`src/rtl/core/assert_macros.svh`:
```
// Assertion macros used by the range expander datapath.
`ifndef ASSERT_MACROS_SVH
`define ASSERT_MACROS_SVH

// Concurrent assertion on an explicit clock and active-low reset.
`define CRE_ASSERT_CLK(lbl, clock, rstn, prop, msg) \
	lbl: assert property (@(posedge clock) disable iff (!rstn) prop) else $error(msg);

// Concurrent assertion on the block clock clk and reset arst_n.
`define CRE_ASSERT(lbl, prop, msg) `CRE_ASSERT_CLK(lbl, clk, arst_n, prop, msg)

`endif

```
`src/rtl/core/cre_pkg.sv`:
```
// Types, codes and helper functions of the character range expander.
package cre_pkg;

	localparam int CHAR_W = 8;
	localparam int UPC_W = 4;

	localparam logic [CHAR_W-1:0] DASH_CODE = 8'h2D;

	typedef logic [CHAR_W-1:0] char_t;
	typedef logic [UPC_W-1:0] upc_t;

	typedef enum logic [1:0] {
		CLS_NONE,
		CLS_DIGIT,
		CLS_LOWER,
		CLS_UPPER
	} char_class_t;

	// Jump conditions of a microinstruction; a false condition falls through.
	typedef enum logic [3:0] {
		COND_ALWAYS,
		COND_NEVER,
		COND_NO_XFER,
		COND_DASH_HELD,
		COND_HOLD_OK,
		COND_CLASS_MATCH,
		COND_START_EQ_C,
		COND_NEXT_NE_C,
		COND_NOT_LAST,
		COND_NO_DASH
	} cond_t;

	typedef enum logic [2:0] {
		EMIT_NONE,
		EMIT_DASH,
		EMIT_CHAR,
		EMIT_RUN,
		EMIT_TERM
	} emit_t;

	typedef enum logic [1:0] {
		LAST_NEVER,
		LAST_ALWAYS,
		LAST_LINE_OPEN,
		LAST_RUN_END
	} last_sel_t;

	typedef enum logic [2:0] {
		ST_NONE,
		ST_TAKE,
		ST_HOLD,
		ST_LOAD_RUN,
		ST_STEP_RUN,
		ST_CLEAR_LINE
	} state_op_t;

	typedef struct packed {
		cond_t     cond;
		upc_t      target;
		emit_t     emit;
		last_sel_t last_sel;
		state_op_t op;
	} uword_t;

	typedef struct packed {
		logic   load_in;
		logic   advance;
		uword_t w;
	} ctrl_t;

	typedef struct packed {
		logic in_valid;
		logic dash_held;
		logic hold_ok;
		logic class_match;
		logic start_eq_c;
		logic next_ne_c;
		logic line_last;
		logic out_busy;
	} status_t;

	typedef struct packed {
		char_t ch;
		logic  line_last;
	} in_item_t;

	typedef struct packed {
		char_t out_char;
		logic  run_last;
		logic  terminator;
	} out_item_t;

	function automatic char_class_t char_class(input char_t c);
		char_class_t cls;
		cls = CLS_NONE;
		if (c >= 8'h30 && c <= 8'h39) begin
			cls = CLS_DIGIT;
		end else if (c >= 8'h61 && c <= 8'h7A) begin
			cls = CLS_LOWER;
		end else if (c >= 8'h41 && c <= 8'h5A) begin
			cls = CLS_UPPER;
		end
		return cls;
	endfunction

endpackage

```
`src/rtl/core/cre_datapath.sv`:
```
// Line state, run counter and output register of the range expander.
`include "assert_macros.svh"

module cre_datapath (
	input  logic               clk,
	input  logic               arst_n,
	input  cre_pkg::ctrl_t     ctrl,
	input  cre_pkg::in_item_t  in_item,
	input  logic               in_valid,
	input  logic               out_ready,
	output cre_pkg::status_t   status,
	output cre_pkg::out_item_t out_item,
	output logic               out_valid
);
	import cre_pkg::*;

	char_t       c_q;
	logic        line_last_q;
	char_t       prev_char_q;
	logic        prev_alnum_q;
	logic        dash_held_q;
	char_t       run_q;
	out_item_t   out_q;
	logic        out_valid_q;

	char_t       run_next;
	char_class_t c_cls;
	char_class_t prev_cls;
	out_item_t   item;
	logic        emit_en;

	assign c_cls    = char_class(c_q);
	assign prev_cls = char_class(prev_char_q);
	// During a range prev_char_q still holds the start, which sets the direction.
	assign run_next = (c_q > prev_char_q) ? run_q + char_t'(1) : run_q - char_t'(1);
	assign emit_en  = ctrl.advance && (ctrl.w.emit != EMIT_NONE);

	always_comb begin
		item = '{out_char: '0, run_last: 1'b0, terminator: 1'b0};
		case (ctrl.w.emit)
			EMIT_DASH: item.out_char = DASH_CODE;
			EMIT_CHAR: item.out_char = c_q;
			EMIT_RUN:  item.out_char = run_next;
			EMIT_TERM: item.terminator = 1'b1;
			default:   item.out_char = '0;
		endcase
		case (ctrl.w.last_sel)
			LAST_ALWAYS:    item.run_last = 1'b1;
			LAST_LINE_OPEN: item.run_last = !line_last_q;
			LAST_RUN_END:   item.run_last = (run_next == c_q) && !line_last_q;
			default:        item.run_last = 1'b0;
		endcase
	end

	always_ff @(posedge clk) begin
		if (ctrl.load_in) begin
			c_q         <= in_item.ch;
			line_last_q <= in_item.line_last;
		end
		if (ctrl.advance && ctrl.w.op == ST_LOAD_RUN) begin
			run_q <= prev_char_q;
		end else if (ctrl.advance && ctrl.w.op == ST_STEP_RUN) begin
			run_q <= run_next;
		end
		if (emit_en) begin
			out_q <= item;
		end
	end

	always_ff @(posedge clk or negedge arst_n) begin
		if (!arst_n) begin
			prev_char_q  <= '0;
			prev_alnum_q <= 1'b0;
			dash_held_q  <= 1'b0;
			out_valid_q  <= 1'b0;
		end else begin
			if (ctrl.advance) begin
				case (ctrl.w.op)
					ST_TAKE: begin
						prev_char_q  <= c_q;
						prev_alnum_q <= (c_cls != CLS_NONE);
						dash_held_q  <= 1'b0;
					end
					ST_HOLD: begin
						dash_held_q <= 1'b1;
					end
					ST_CLEAR_LINE: begin
						prev_char_q  <= '0;
						prev_alnum_q <= 1'b0;
						dash_held_q  <= 1'b0;
					end
					default: begin
					end
				endcase
			end
			if (emit_en) begin
				out_valid_q <= 1'b1;
			end else if (out_ready) begin
				out_valid_q <= 1'b0;
			end
		end
	end

	assign status.in_valid    = in_valid;
	assign status.dash_held   = dash_held_q;
	assign status.hold_ok     = (c_q == DASH_CODE) && prev_alnum_q;
	assign status.class_match = (c_cls != CLS_NONE) && (c_cls == prev_cls);
	assign status.start_eq_c  = (prev_char_q == c_q);
	assign status.next_ne_c   = (run_next != c_q);
	assign status.line_last   = line_last_q;
	assign status.out_busy    = out_valid_q && !out_ready;

	assign out_item  = out_q;
	assign out_valid = out_valid_q;

	`CRE_ASSERT(a_term_is_last, out_valid_q && out_q.terminator |-> out_q.run_last, "term not last")
	`CRE_ASSERT(a_dash_after_alnum, dash_held_q |-> prev_alnum_q, "dash held without alnum start")
	`CRE_ASSERT(a_out_holds, status.out_busy |=> out_valid_q && $stable(out_q), "result changed")

endmodule

```
`config.mk`:
```
export PLATFORM = sky130hd
export DESIGN_NAME = cre_datapath
export DESIGN_NICKNAME = d
export VERILOG_FILES = /design/src/rtl/core/cre_pkg.sv /design/src/rtl/core/cre_datapath.sv
export VERILOG_INCLUDE_DIRS = /design/src /design/src/rtl/core
export SDC_FILE = /design/constraint.sdc
export NUM_CORES = 1
export LEC_CHECK = 0
export BUFFER_PORTS_ARGS = -buffer_cell sky130_fd_sc_hd__buf_2
export CAP_MARGIN = 10
export CORE_UTILIZATION = 54
export DETAILED_ROUTE_END_ITERATION = 10
export GPL_ROUTABILITY_DRIVEN = 0
export PLACE_DENSITY = 0.79
export SYNTH_ARGS = -nofsm -noshare
export SYNTH_HDL_FRONTEND = slang
export SYNTH_SLANG_ARGS = --single-unit
```
`constraint.sdc`:
```
create_clock -name clk -period 3.7 [get_ports clk]
set_input_delay 0.74 -clock clk [delete_from_list [all_inputs] [get_ports clk]]
set_output_delay 0.74 -clock clk [all_outputs]
set_load 0.01 [all_outputs]
```
Word level (Yosys, flattened, before mapping)
Index checks and enable logic that the tools add are counted.

Flip-flop bits (word level): 38. Output and inout bits: 19. Bits of input ports: 31.

Equal/unequal tests: 17. $lt $le $gt $ge: 13. Muxes and demuxes: 17. Reductions and logical operators: 24. Add/sub/neg operators: 2.

Operators by type and width (number): $ge 8x7->1 const B (4); $le 8x7->1 const B (4); $mux 8 (3); $pmux 8 s3 (1); $eq 8x8->1 (2); $ge 8x6->1 const B (2); $le 8x6->1 const B (2); $pmux 8 s2 (1); $logic_and 1x1->1 (13); $eq 3x2->1 const B (4); $mux 2 (6); $reduce_bool 2->1 (5); $eq 3x3->1 const B (3); $add 8x1->8 const B (1); $eq 8x6->1 const B (1); $gt 8x8->1 (1); $ne 8x8->1 (1); $sub 8x1->8 const B (1); $eq 3x1->1 const B (2); $eq 2x2->1 const B (2); $pmux 1 s2 (2); $reduce_and 2->1 (2); $mux 1 (3); $pmux 1 s3 (1); 5 further kinds (6).

Logic depth before layout (Yosys ltp)
Depth in word-level cells: 7. Depth in mapped cells: 14. Gate-level depth less buffers: 14.

Worst setup path after synthesis
OpenSTA, ideal clock, no wires.

Kind: register to output. From: register c_q[7]. To: output status[2] (netlist bit). Arrival time: 2766 ps. Stages on the path, launching flop included: 13. Data required time: 2960 ps. Slack: 194 ps. Cells stage by stage: edfxtp_1 ha_1 nand4_1 nor2_1 a211o_1 and2_4 ha_1 a21o_1 a21oi_2 o21a_2 o21a_1 and3_1 o2111ai_1.

RTL lines: start, declared (line cre_datapath.sv:17) `char_t c_q;`; start signal, assigned (line cre_datapath.sv:57) `c_q <= in_item.ch;`; end, declared (line cre_datapath.sv:11) `output cre_pkg::status_t status,`.

==> impl_results.md <==
* Clock skew at roughly 13 ps
* Max Root-Sink Buffers at 2
* Num rows at 23
* Port bufs at 39
* Synth Area per Inst at approximately 10 um2
* Setup slack, reg-to-reg at 140 ps
* # setup viols final at 1
* Routed Antenna Nets at 0
* Inserted Clock Buffers at 5
* Antenna cells at 0
* Status: finished with violations
* Yosys cell types at between 40 and 50
* Final wirelength at roughly 6500 um
* Rel. slew slack at 0.441
* Post-DP HPWL at around 4200 um
* Register area share after synthesis at 0.470
* DRC at 0
* Number of synthesized flops with an enable pin at 27
* Post-Syn Nets at roughly 280
* Critical Path Most Common Cell: ha_4
* Nets at ~360
* CP Class: flip-flop to output port
* TritonCTS clock tree: built
* Pin count of the biggest net entering global routing at 19
* Sink Count at 38
* Synthesis-to-finish area growth at 35.6%
* Via Count at 2,104
* Starting DRT DRC Count at 153
* RSZ-0062 raised after global routing: yes
* Commonest non-fill, non-tap cells in the layout: buf_2 (38), buf_4 (38), nand2_1 (27), edfxtp_1 (27), o21ai_0 (20)
* CP peak stage delay at approximately 440 ps
* Max-cap violations at 0
* Post-Syn Instances at around 230
* R2R Path End: out_item[1]
* Min Tclk post-route at roughly 4200 ps
* Critical R2R Launch: c_q[1]
* Cell leakage power at approximately 1.3 nW
* Yosys Warn Count at 0
* Vias in the first global route at 2,041
* Ordered cell list for the critical path: ha_4 -> nor2b_4 -> o211ai_1 -> a211o_1 -> and2_4 -> buf_12 -> ha_4 -> a21oi_1 -> o21a_2 -> xor2_4 -> xor2_2 -> o2111ai_4 -> buf_6
* Failing checks: setup timing
* Share of layout cells above drive strength 1 at 0.353
* P per Cell Area at roughly 550 nW/um2
* Yosys reg bits at 38
* Worst-margin pin slew at 836 ps
* VDD IR-drop max at ~0.00027 V
* Final WS setup at -472 ps
* WP data arrival at 3430 ps
* Root buffer cell: clkbuf_8
* Critical path's top delay family: compound AO/OA/AOI/OAI gates
* CP Buf/Inv Count at 2
* Fin crit share at 1.13
* Full die area at between 4000 and 5000 um2
* First-pass GRT wire length at just over 9000 um
* GR Overflow Total at 0
* FILL cells at between 200 and 300
* Die W at about 67 um
* Peak Freq at between 0.2 and 0.25 GHz
* Cells on worst reg2reg path at 15
* Hold Path Class: input pin to asynchronous set/reset pin
* Initial Util at 0.569
* Utilization after layout at 0.772
* Critical Path RT at between 2000 and 3000 ps
* Slowest stage cell, crit path: edfxtp_1
* DR pass1 iterations at 4
* Max Slew Vio Count at 0
* Post-synth ARST share at 0.289
* Crit end category: output port
* Core area at slightly above 4000 um2
* Worst-Skew Late Latency at ~300 ps
* IO Pins at 50
* Initial antenna violation count at 0
* Routed wire per std cell at about 18 um
* H-tree Lvls at 2
* CP max FO at 4
* Main flop type after synthesis: edfxtp_1
* Setup TNS at -472 ps
* Global Route Usage Sum at 0.285
* Post-synth design cell area at between 2000 and 2500 um2
* Die height at between 60 and 70 um
* Via/cell ratio at around 5.8
* Fin. Hold Viols at 0
* Critical path startpoint category: flip-flop
* Clock slew at reported path FFs at around 80 ps
[routing by layer]
| metal | GRT usage | up-vias | share of wire |
|---|---|---|---|
| met5 | 0 | - | 0 |
| met4 | 0.170 | 0 | 0.030 |
| met3 | 0.0760 | 22 | 0.082 |
| met2 | 0.481 | 101 | 0.51 |
| met1 | 0.321 | 986 | 0.37 |
| li1 | - | 995 | - |
[metrics by stage]
step / total power, W / instances / setup WS, ps / cell area [um2] / hold slack (ps)
floorplan: 0.000925 / 232 / 194 / 2310 / 444
global placement: 0.00113 / 346 / 7.47 / 2770 / 461
detailed placement: 0.00115 / 346 / -35.8 / 2770 / 506
CTS: 0.00157 / 359 / -246 / 2980 / 312
global route: 0.00179 / 362 / -573 / 3130 / 318
finish: 0.00171 / 362 / -472 / 3130 / 310
[flip-flops by register name, indices dropped and copies added (netlist names)]
signal,cells
dash_held_q,1
out_valid,1
prev_alnum_q,1
line_last_q,1
c_q,8
run_q,8
prev_char_q,8
out_item,10
[synth_stat cells, drive strengths merged (3+ instances only)]
master | instances | area (um2)
dfrtp | 11 | 275
nor2b | 5 | 31.3
a31oi | 3 | 18.8
mux2i | 3 | 30.0
buf | 3 | 22.5
a21o | 4 | 30.0
clkbuf | 4 | 15.0
nor3 | 3 | 15.0
o31ai | 3 | 22.5
inv | 10 | 37.5
xor2 | 7 | 68.8
a22oi | 4 | 30.0
nand3 | 5 | 25.0
nor2 | 16 | 60.1
a21oi | 15 | 78.8
ha | 15 | 188
nand2 | 28 | 105
xnor2 | 9 | 78.8
edfxtp | 27 | 811
nand2b | 8 | 50.1
nor3b | 3 | 22.5
nand4 | 5 | 31.3
o21ai | 23 | 115
[cells by family after synthesis]
logic type | count (synthesis) | synth area share
XOR/XNOR | 16 | 0.0639
buffers and inverters | 17 | 0.0325
flip-flops | 38 | 0.470
adder cells (fa/ha/maj) | 16 | 0.0899
AO/OA/AOI/OAI | 59 | 0.153
multiplexers | 3 | 0.0130
AND/OR/NAND/NOR | 83 | 0.178
[final cells by class]
class / count / area (um2) / share of cell area
multi-input combinational: 178 / 1320 / 0.423
clock inverter: 1 / 30.0 / 0.00958
sequential: 38 / 1090 / 0.347
timing repair buffer: 78 / 507 / 0.162
clock buffer: 7 / 86.3 / 0.0276
inverter: 10 / 37.5 / 0.0120
tap: 50 / 62.6 / 0.0200
[worst max path at each step]
| stage | startpoint | end | slack [ps] | cells after the start |
|---|---|---|---|---|
| final | c_q[1] | status[2] | -470 | 13 |
| after global routing | c_q[7] | status[2] | -570 | 12 |
| after CTS | c_q[1] | status[2] | -250 | 13 |
| after detailed placement | c_q[7] | status[2] | -40 | 13 |
| after global placement | c_q[1] | status[2] | 7 | 13 |
| after floorplan | c_q[7] | status[2] | 190 | 12 |
[timing repair]
item	4_1_cts	5_1_grt
endpoints found under the setup margin	1	1
setup buffers	4	3
hold buffers	0	0
resized for setup	7	17
pin swaps	10	11
cloned	1	0
hold endpoints to repair	0	0
[power breakdown]
group	internal [W]	switching (W)
Clock	0.000220	0.000141
Sequential	0.000519	0.0000248
Combinational	0.000379	0.000425
Total	0.00112	0.000592
Note: power is estimated with default switching activity, not from simulation.
