**config.mk**
```make
export PLATFORM = sky130hd
export DESIGN_NAME = cre_useq
export DESIGN_NICKNAME = d
export VERILOG_FILES = /design/src/rtl/core/assert_macros.svh /design/src/rtl/core/cre_pkg.sv /design/src/rtl/core/cre_useq.sv
export SDC_FILE = /design/constraint.sdc
export NUM_CORES = 1
export LEC_CHECK = 0
export ABC_AREA = 1
export BUFFER_PORTS_ARGS = -buffer_cell sky130_fd_sc_hd__buf_2
export CELL_PAD_IN_SITES_DETAIL_PLACEMENT = 1
export CELL_PAD_IN_SITES_GLOBAL_PLACEMENT = 1
export CORE_MARGIN = 2
export CORE_UTILIZATION = 32
export DETAILED_ROUTE_END_ITERATION = 16
export GPL_TIMING_DRIVEN = 0
export MAX_ROUTING_LAYER = met4
export PLACE_DENSITY = 0.87
export SKIP_CTS_REPAIR_TIMING = 1
export SYNTH_ARGS = -nofsm -noshare
export SYNTH_HDL_FRONTEND = slang
export SYNTH_SLANG_ARGS = --single-unit
export TNS_END_PERCENT = 100
```
**constraint.sdc**
```tcl
create_clock -name clk -period 2.8 [get_ports clk]
set_clock_uncertainty 0.2 [all_clocks]
set_input_delay 0.84 -clock clk [delete_from_list [all_inputs] [get_ports clk]]
set_output_delay 0.84 -clock clk [all_outputs]
set_load 0.005 [all_outputs]
```
**src/rtl/core/assert_macros.svh**
```systemverilog
// Assertion macros used by the range expander datapath.
`ifndef ASSERT_MACROS_SVH
`define ASSERT_MACROS_SVH

// Concurrent assertion on an explicit clock and active-low reset.
`define CRE_ASSERT_CLK(lbl, clock, rstn, prop, msg) \
	lbl: assert property (@(posedge clock) disable iff (!rstn) prop) else $error(msg);

// Concurrent assertion on the block clock clk and reset arst_n.
`define CRE_ASSERT(lbl, prop, msg) `CRE_ASSERT_CLK(lbl, clk, arst_n, prop, msg)

`endif

```
**src/rtl/core/cre_pkg.sv**
```systemverilog
// Types, codes and helper functions of the character range expander.
package cre_pkg;

	localparam int CHAR_W = 8;
	localparam int UPC_W = 4;

	localparam logic [CHAR_W-1:0] DASH_CODE = 8'h2D;

	typedef logic [CHAR_W-1:0] char_t;
	typedef logic [UPC_W-1:0] upc_t;

	typedef enum logic [1:0] {
		CLS_NONE,
		CLS_DIGIT,
		CLS_LOWER,
		CLS_UPPER
	} char_class_t;

	// Jump conditions of a microinstruction; a false condition falls through.
	typedef enum logic [3:0] {
		COND_ALWAYS,
		COND_NEVER,
		COND_NO_XFER,
		COND_DASH_HELD,
		COND_HOLD_OK,
		COND_CLASS_MATCH,
		COND_START_EQ_C,
		COND_NEXT_NE_C,
		COND_NOT_LAST,
		COND_NO_DASH
	} cond_t;

	typedef enum logic [2:0] {
		EMIT_NONE,
		EMIT_DASH,
		EMIT_CHAR,
		EMIT_RUN,
		EMIT_TERM
	} emit_t;

	typedef enum logic [1:0] {
		LAST_NEVER,
		LAST_ALWAYS,
		LAST_LINE_OPEN,
		LAST_RUN_END
	} last_sel_t;

	typedef enum logic [2:0] {
		ST_NONE,
		ST_TAKE,
		ST_HOLD,
		ST_LOAD_RUN,
		ST_STEP_RUN,
		ST_CLEAR_LINE
	} state_op_t;

	typedef struct packed {
		cond_t     cond;
		upc_t      target;
		emit_t     emit;
		last_sel_t last_sel;
		state_op_t op;
	} uword_t;

	typedef struct packed {
		logic   load_in;
		logic   advance;
		uword_t w;
	} ctrl_t;

	typedef struct packed {
		logic in_valid;
		logic dash_held;
		logic hold_ok;
		logic class_match;
		logic start_eq_c;
		logic next_ne_c;
		logic line_last;
		logic out_busy;
	} status_t;

	typedef struct packed {
		char_t ch;
		logic  line_last;
	} in_item_t;

	typedef struct packed {
		char_t out_char;
		logic  run_last;
		logic  terminator;
	} out_item_t;

	function automatic char_class_t char_class(input char_t c);
		char_class_t cls;
		cls = CLS_NONE;
		if (c >= 8'h30 && c <= 8'h39) begin
			cls = CLS_DIGIT;
		end else if (c >= 8'h61 && c <= 8'h7A) begin
			cls = CLS_LOWER;
		end else if (c >= 8'h41 && c <= 8'h5A) begin
			cls = CLS_UPPER;
		end
		return cls;
	endfunction

endpackage

```
**src/rtl/core/cre_useq.sv**
```systemverilog
// Microprogram ROM, step counter and jump logic of the range expander.
module cre_useq (
	input  logic             clk,
	input  logic             arst_n,
	input  cre_pkg::status_t status,
	output cre_pkg::ctrl_t   ctrl,
	output logic             in_ready
);
	import cre_pkg::*;

	localparam upc_t UA_WAIT       = 4'd0;
	localparam upc_t UA_DISPATCH   = 4'd1;
	localparam upc_t UA_HOLD_TEST  = 4'd2;
	localparam upc_t UA_PLAIN      = 4'd3;
	localparam upc_t UA_RANGE_TEST = 4'd4;
	localparam upc_t UA_LIT_DASH   = 4'd5;
	localparam upc_t UA_LIT_CHAR   = 4'd6;
	localparam upc_t UA_RUN_LOAD   = 4'd7;
	localparam upc_t UA_RUN_STEP   = 4'd8;
	localparam upc_t UA_RUN_DONE   = 4'd9;
	localparam upc_t UA_HOLD       = 4'd10;
	localparam upc_t UA_LINE_END   = 4'd11;
	localparam upc_t UA_TAIL_TEST  = 4'd12;
	localparam upc_t UA_TAIL_DASH  = 4'd13;
	localparam upc_t UA_TERM       = 4'd14;

	// The microprogram. Each word names a jump condition and target, what to
	// emit, how run_last is formed and which state update happens.
	function automatic uword_t urom(input upc_t a);
		uword_t w;
		unique case (a)
			UA_WAIT:       w = '{COND_NO_XFER, UA_WAIT, EMIT_NONE, LAST_NEVER, ST_NONE};
			UA_DISPATCH:   w = '{COND_DASH_HELD, UA_RANGE_TEST, EMIT_NONE, LAST_NEVER,
				ST_NONE};
			UA_HOLD_TEST:  w = '{COND_HOLD_OK, UA_HOLD, EMIT_NONE, LAST_NEVER, ST_NONE};
			UA_PLAIN:      w = '{COND_ALWAYS, UA_LINE_END, EMIT_CHAR, LAST_LINE_OPEN,
				ST_TAKE};
			UA_RANGE_TEST: w = '{COND_CLASS_MATCH, UA_RUN_LOAD, EMIT_NONE, LAST_NEVER,
				ST_NONE};
			UA_LIT_DASH:   w = '{COND_NEVER, UA_WAIT, EMIT_DASH, LAST_NEVER, ST_NONE};
			UA_LIT_CHAR:   w = '{COND_ALWAYS, UA_LINE_END, EMIT_CHAR, LAST_LINE_OPEN,
				ST_TAKE};
			UA_RUN_LOAD:   w = '{COND_START_EQ_C, UA_RUN_DONE, EMIT_NONE, LAST_NEVER,
				ST_LOAD_RUN};
			UA_RUN_STEP:   w = '{COND_NEXT_NE_C, UA_RUN_STEP, EMIT_RUN, LAST_RUN_END,
				ST_STEP_RUN};
			UA_RUN_DONE:   w = '{COND_ALWAYS, UA_LINE_END, EMIT_NONE, LAST_NEVER, ST_TAKE};
			UA_HOLD:       w = '{COND_NEVER, UA_WAIT, EMIT_NONE, LAST_NEVER, ST_HOLD};
			UA_LINE_END:   w = '{COND_NOT_LAST, UA_WAIT, EMIT_NONE, LAST_NEVER, ST_NONE};
			UA_TAIL_TEST:  w = '{COND_NO_DASH, UA_TERM, EMIT_NONE, LAST_NEVER, ST_NONE};
			UA_TAIL_DASH:  w = '{COND_NEVER, UA_WAIT, EMIT_DASH, LAST_NEVER, ST_NONE};
			UA_TERM:       w = '{COND_ALWAYS, UA_WAIT, EMIT_TERM, LAST_ALWAYS,
				ST_CLEAR_LINE};
			default:       w = '{COND_ALWAYS, UA_WAIT, EMIT_NONE, LAST_NEVER, ST_NONE};
		endcase
		return w;
	endfunction

	upc_t   upc_q;
	upc_t   upc_next;
	uword_t word;
	logic   cond_true;
	logic   advance;

	assign word     = urom(upc_q);
	assign in_ready = (upc_q == UA_WAIT);
	// An emitting step waits while the output register holds a result that is not being taken.
	assign advance  = !((word.emit != EMIT_NONE) && status.out_busy);

	always_comb begin
		unique case (word.cond)
			COND_ALWAYS:      cond_true = 1'b1;
			COND_NEVER:       cond_true = 1'b0;
			COND_NO_XFER:     cond_true = !status.in_valid;
			COND_DASH_HELD:   cond_true = status.dash_held;
			COND_HOLD_OK:     cond_true = status.hold_ok;
			COND_CLASS_MATCH: cond_true = status.class_match;
			COND_START_EQ_C:  cond_true = status.start_eq_c;
			COND_NEXT_NE_C:   cond_true = status.next_ne_c;
			COND_NOT_LAST:    cond_true = !status.line_last;
			COND_NO_DASH:     cond_true = !status.dash_held;
			default:          cond_true = 1'b0;
		endcase
	end

	always_comb begin
		if (!advance) begin
			upc_next = upc_q;
		end else if (cond_true) begin
			upc_next = word.target;
		end else begin
			upc_next = upc_q + upc_t'(1);
		end
	end

	always_ff @(posedge clk or negedge arst_n) begin
		if (!arst_n) begin
			upc_q <= UA_WAIT;
		end else begin
			upc_q <= upc_next;
		end
	end

	assign ctrl.load_in = in_ready && status.in_valid;
	assign ctrl.advance = advance;
	assign ctrl.w       = word;

endmodule

```
# [Word-level counts from Yosys, hierarchy flattened]
# Memory sizes are Yosys's and may differ from the RTL's.
# Cells that the tools add are included.
[word_totals] rom_bits=256 ff_bits=4 input_bits=10 memories=1
[op_classes] reduce_logical=9 mux=2 add_sub_neg=1 n_eq_ne=8
[mem_list] name="(no name shown)" depth=16 word_bits=16 read_ports=1 rd_ports_with_merged_regs=0 write_ports=0 line_no="cre_useq.sv:31" rtl="unique case (a)"
[op_table] cell="$eq 4x3->1 const B" n=4
[op_table] cell="$pmux 1 s9" n=1
[op_table] cell="$eq 4x2->1 const B" n=2
[op_table] cell="$eq 4x4->1 const B" n=2
[op_table] cell="$logic_not 4->1" n=2
[op_table] cell="$add 4x1->4 const B" n=1
[op_table] cell="$logic_not 1->1" n=4
[op_table] cell="$mux 4" n=1
[op_table] cell="$reduce_bool 3->1" n=1
[op_table] cell="$logic_and 1x1->1" n=2

# [Logic depth before layout (Yosys ltp)]
# An unclocked memory read counts as a cell.
[logic_depth] ltp_word=4 ltp_mapped=13

# [Worst setup path before layout]
# OpenSTA, ideal clock, no wires.
[synth_path] path_kind="flip-flop to output port" start="reg upc_q[0]" end="out ctrl[16] (netlist name)" stages_incl_launch_ff=9 arrival_time_ps=1363 path_slack_ps=397 n_path_buf=1 cell_sequence="dfrtp_1 inv_1 ha_1 nand2_1 nor2_1 inv_2 nand4_1 nand2_2 buf_4"
[synth_lines] item="start: declaration" line_no="cre_useq.sv:59" rtl="upc_t upc_q;"
[synth_lines] item="start signal: assignment" line_no="cre_useq.sv:100" rtl="upc_q <= upc_next;"
[synth_lines] item="end: declaration" line_no="cre_useq.sv:6" rtl="output cre_pkg::ctrl_t ctrl,"

# [Worst setup path in the final report]
[layout_path] start="reg upc_q[0]" end="out ctrl[16] (netlist name)"
[layout_between] elab_chain_cells=4
[layout_rtl] item="$mem_v2 16x16"
[layout_rtl] item="$reduce_bool 3->1" line_no="cre_useq.sv:68" rtl="assign advance = !((word.emit != EMIT_NONE) && status.out_busy);"
[layout_rtl] item="$logic_and 1x1->1" line_no="cre_useq.sv:68"
[layout_rtl] item="$logic_not 1->1" line_no="cre_useq.sv:68"
# Every way passes these cells.

==> reports/qor.log <==
INFO  sta            total_count_of_hold_check_failures_in_the_final_report=0
INFO  logic_synthesis synth-edff-count=0
INFO  placed_design  dpl.hpwl=1990µm
INFO  route          num_vias=956
INFO  sta            timing.slew.headroom=77.3%
INFO  layout         largest_register_ffs=4
INFO  logic_synthesis yosysMostFrequentCell=nand2_1
INFO  power_and_ir_drop irDropWorstVdd=0.721mV
INFO  sta            timing_max_transition_violations_final=0
INFO  critical_path  crit_path_end_kind=output port
INFO  route          postRouteWirelength=2580µm
INFO  route          route.detailed.drc=0
INFO  critical_path  critical_path_peak_fanout=6
INFO  power_and_ir_drop report.power.total=1730µW
INFO  logic_synthesis synthesis.area=778µm²
INFO  sta            tightestPinTransition=340ps
INFO  placed_design  post-place-cells=178
INFO  logic_synthesis cell_types_with_the_highest_counts_after_synthesis=nand2_1, inv_1, nand3_1
INFO  layout         post_layout_nonfiller_instances=189
INFO  clock_network  clk_pin_slew=30ps
INFO  logic_synthesis yosys.area.top_type=nand2_1
INFO  layout         largest_registers=upc_q (4)
INFO  logic_synthesis synth_top_family_by_area=simple AND/OR/NAND/NOR gates
INFO  layout         area_growth_synth_to_finish=36.7%
INFO  layout         num-nets-final=178
INFO  floorplan      initial_utilization=34.5%
INFO  layout         num_antenna_cells=0
INFO  route          postRouteAntennaNets=0
INFO  route          number_of_violations_reported_at_the_end_of_detailed_routing_iteration_0=10
INFO  clock_network  tritoncts=yes
INFO  sta            finalSetupViolCount=0
INFO  sta            finalCritPeriodShare=98.0%
INFO  logic_synthesis synth_top_area_share=16.9%
INFO  power_and_ir_drop power.density_cell_area=1620nW/µm²
INFO  logic_synthesis synth_area_in_compound_gates=6.75%
INFO  clock_network  ctsLongestPathBuffers=2
INFO  clock_network  clock_tree.htree_level_count=1
INFO  sta            timing.final.ws_setup=55.7ps
INFO  route          drt-wirelength-per-cell=13.7µm
INFO  floorplan      die-area=2840µm²
INFO  clock_network  clk-insertion-delay-late=230ps
INFO  outcome        status=finished, final reports clean
INFO  layout         fillerInstances=313
INFO  floorplan      floorplan.core_area=2250µm²
INFO  logic_synthesis synth.avg_cell_area=6.38µm²
INFO  logic_synthesis yosys_most_used_dff=dfrtp_1
INFO  logic_synthesis leading_post_synthesis_cells_by_cell_area=nand2_1, dfrtp_1, nand3_1
INFO  layout         design_area=1060µm²
INFO  logic_synthesis post_synth_and_or_nand_nor_area_fraction=54.3%
INFO  logic_synthesis synth-adder-area-share=8.04%
INFO  layout         largest_register=upc_q
INFO  layout         post_route_cells_drive_above_1_share=42.9%
INFO  logic_synthesis synth.area.mux_share=0%
INFO  sta            peak_freq=364MHz
INFO  global_route   grt_pass1_wl=3830µm
INFO  logic_synthesis ys_ff_latch=4
INFO  floorplan      die_x=53.3µm
INFO  floorplan      die_height=53.3µm
INFO  placed_design  place_area=953µm²
INFO  sta            total_negative_slack_for_setup_checks=0ps
INFO  floorplan      core.rowCount=17
INFO  logic_synthesis part_of_the_yosys_area_used_for_sequential_elements=12.9%
INFO  global_route   grt_antenna_before_repair=0
INFO  placed_design  routabilityCongestion=0.807
INFO  min_path       hold_path_class=primary input to asynchronous set/reset pin
INFO  clock_network  cts_inserted_buffers=3
INFO  placed_design  placement.setup.worst_slack=57.9ps
INFO  global_route   grt_start_max_net_pins=11
INFO  critical_path  crit_required=1760ps
INFO  logic_synthesis synth_cell_types=27
INFO  route          drt-vias-per-instance=5.06
INFO  logic_synthesis netlist_instances=122
INFO  critical_path  crit_type=flop to output port
INFO  logic_synthesis synth_nets=137
INFO  logic_synthesis synth-xor-area-share=2.25%
INFO  logic_synthesis synthArstFlopShare=100%
INFO  critical_path  cp-start-kind=flop
INFO  global_route   grt_overflow=0
INFO  global_route   global_router_s_overall_resource_usage=18.9%
INFO  global_route   first_global_vias=902
INFO  job            number_of_violations_of_the_max_capacitance_limit=0
INFO  clock_network  cts.sinks=4
INFO  sta            min_period=2740ps
INFO  floorplan      boundaryPins=29
INFO  route          first_pass_iters=4
INFO  critical_path  arrival=1700ps
INFO  placed_design  number_of_buffers_inserted_by_port_buffering=28
INFO  clock_network  clock_tree.root_cell=clkbuf_4
INFO  power_and_ir_drop p_leak=0.000637µW
INFO  logic_synthesis yosys_warnings=0
[critical path: stages (launching register included)]
cell	delay, ps
dfrtp_2	450
inv_4	110
ha_2	200
nand2_1	80
o21ai_1	90
nand2_1	90
nand4_1	110
nand2_2	90
buf_4	130
buf_2	110
[final timing paths]
path / start / to / slack (ps) / depth (start not counted)
max reg2reg: upc_q[0] / upc_q[3] / 770 / 13
min reg2reg: upc_q[1] / upc_q[1] / 390 / 2
min: arst_n / upc_q[2] / 210 / 1
min in group clk: upc_q[1] / upc_q[1] / 390 / 2
max in group asynchronous: arst_n / upc_q[0] / 2070 / 1
max: upc_q[0] / ctrl[16] / 60 / 9
[where the power goes]
| group | switching [µW] | internal [µW] | leakage, µW |
|---|---|---|---|
| registers | 47.8 | 101 | 0.0000458 |
| logic | 884 | 627 | 0.000577 |
| clock network | 20.4 | 47.7 | 0.0000138 |
[final cells by class]
cell class,instances,area [µm²],share of cell area (%)
Multi-Input combinational cell,94,578,54.4
Timing Repair Buffer,36,200,18.8
Sequential cell,4,103,9.65
Inverter,18,75.1,7.06
Buffer,6,50.0,4.71
Tap cell,28,35.0,3.29
Clock buffer,3,22.5,2.12
[layout by cell type (no fill, tap or decap)]
cell / n
nand3_2: 3
buf_6: 2
nor2_2: 2
inv_1: 15
dfrtp_2: 2
ha_4: 1
nand2_2: 3
nor2_1: 4
o21ai_0: 1
nand3_4: 2
o21ai_1: 2
dfrtp_1: 2
nand2_1: 35
ha_1: 3
o21ai_2: 2
buf_2: 29
clkbuf_4: 3
inv_4: 1
nand3_1: 13
inv_6: 1
nor3_2: 1
nand2_4: 3
buf_4: 11
and3_1: 2
xor2_1: 1
inv_2: 1
a21oi_1: 4
nor3_1: 1
and2_1: 1
nor2_4: 1
ha_2: 1
nand4_1: 7
xnor2_1: 1
[metal layers]
metal / track usage (%) / part of all wire, %
met3: 1.98 / 3.8
met5: - / 0
met1: 21.6 / 42
met4: 5.13 / 1.0
met2: 34.6 / 53
[per-stage QoR]
stage          hold WS [ps]  utilization, %
2_1_floorplan           344               -
3_3_place_gp            428            42.3
3_5_place_dp            448            42.3
4_1_cts                 200            43.3
5_1_grt                 214            47.2
6_report                207            47.2
[cell families (layout without fill, tap and decap cells)]
logic type,count (synthesis),in the layout
compound gates,9,9
flops,4,4
xor+xnor,2,2
simple gates,78,78
fa+ha+maj,5,5
buf+inv,24,63
(Power assumes the default switching activity.)
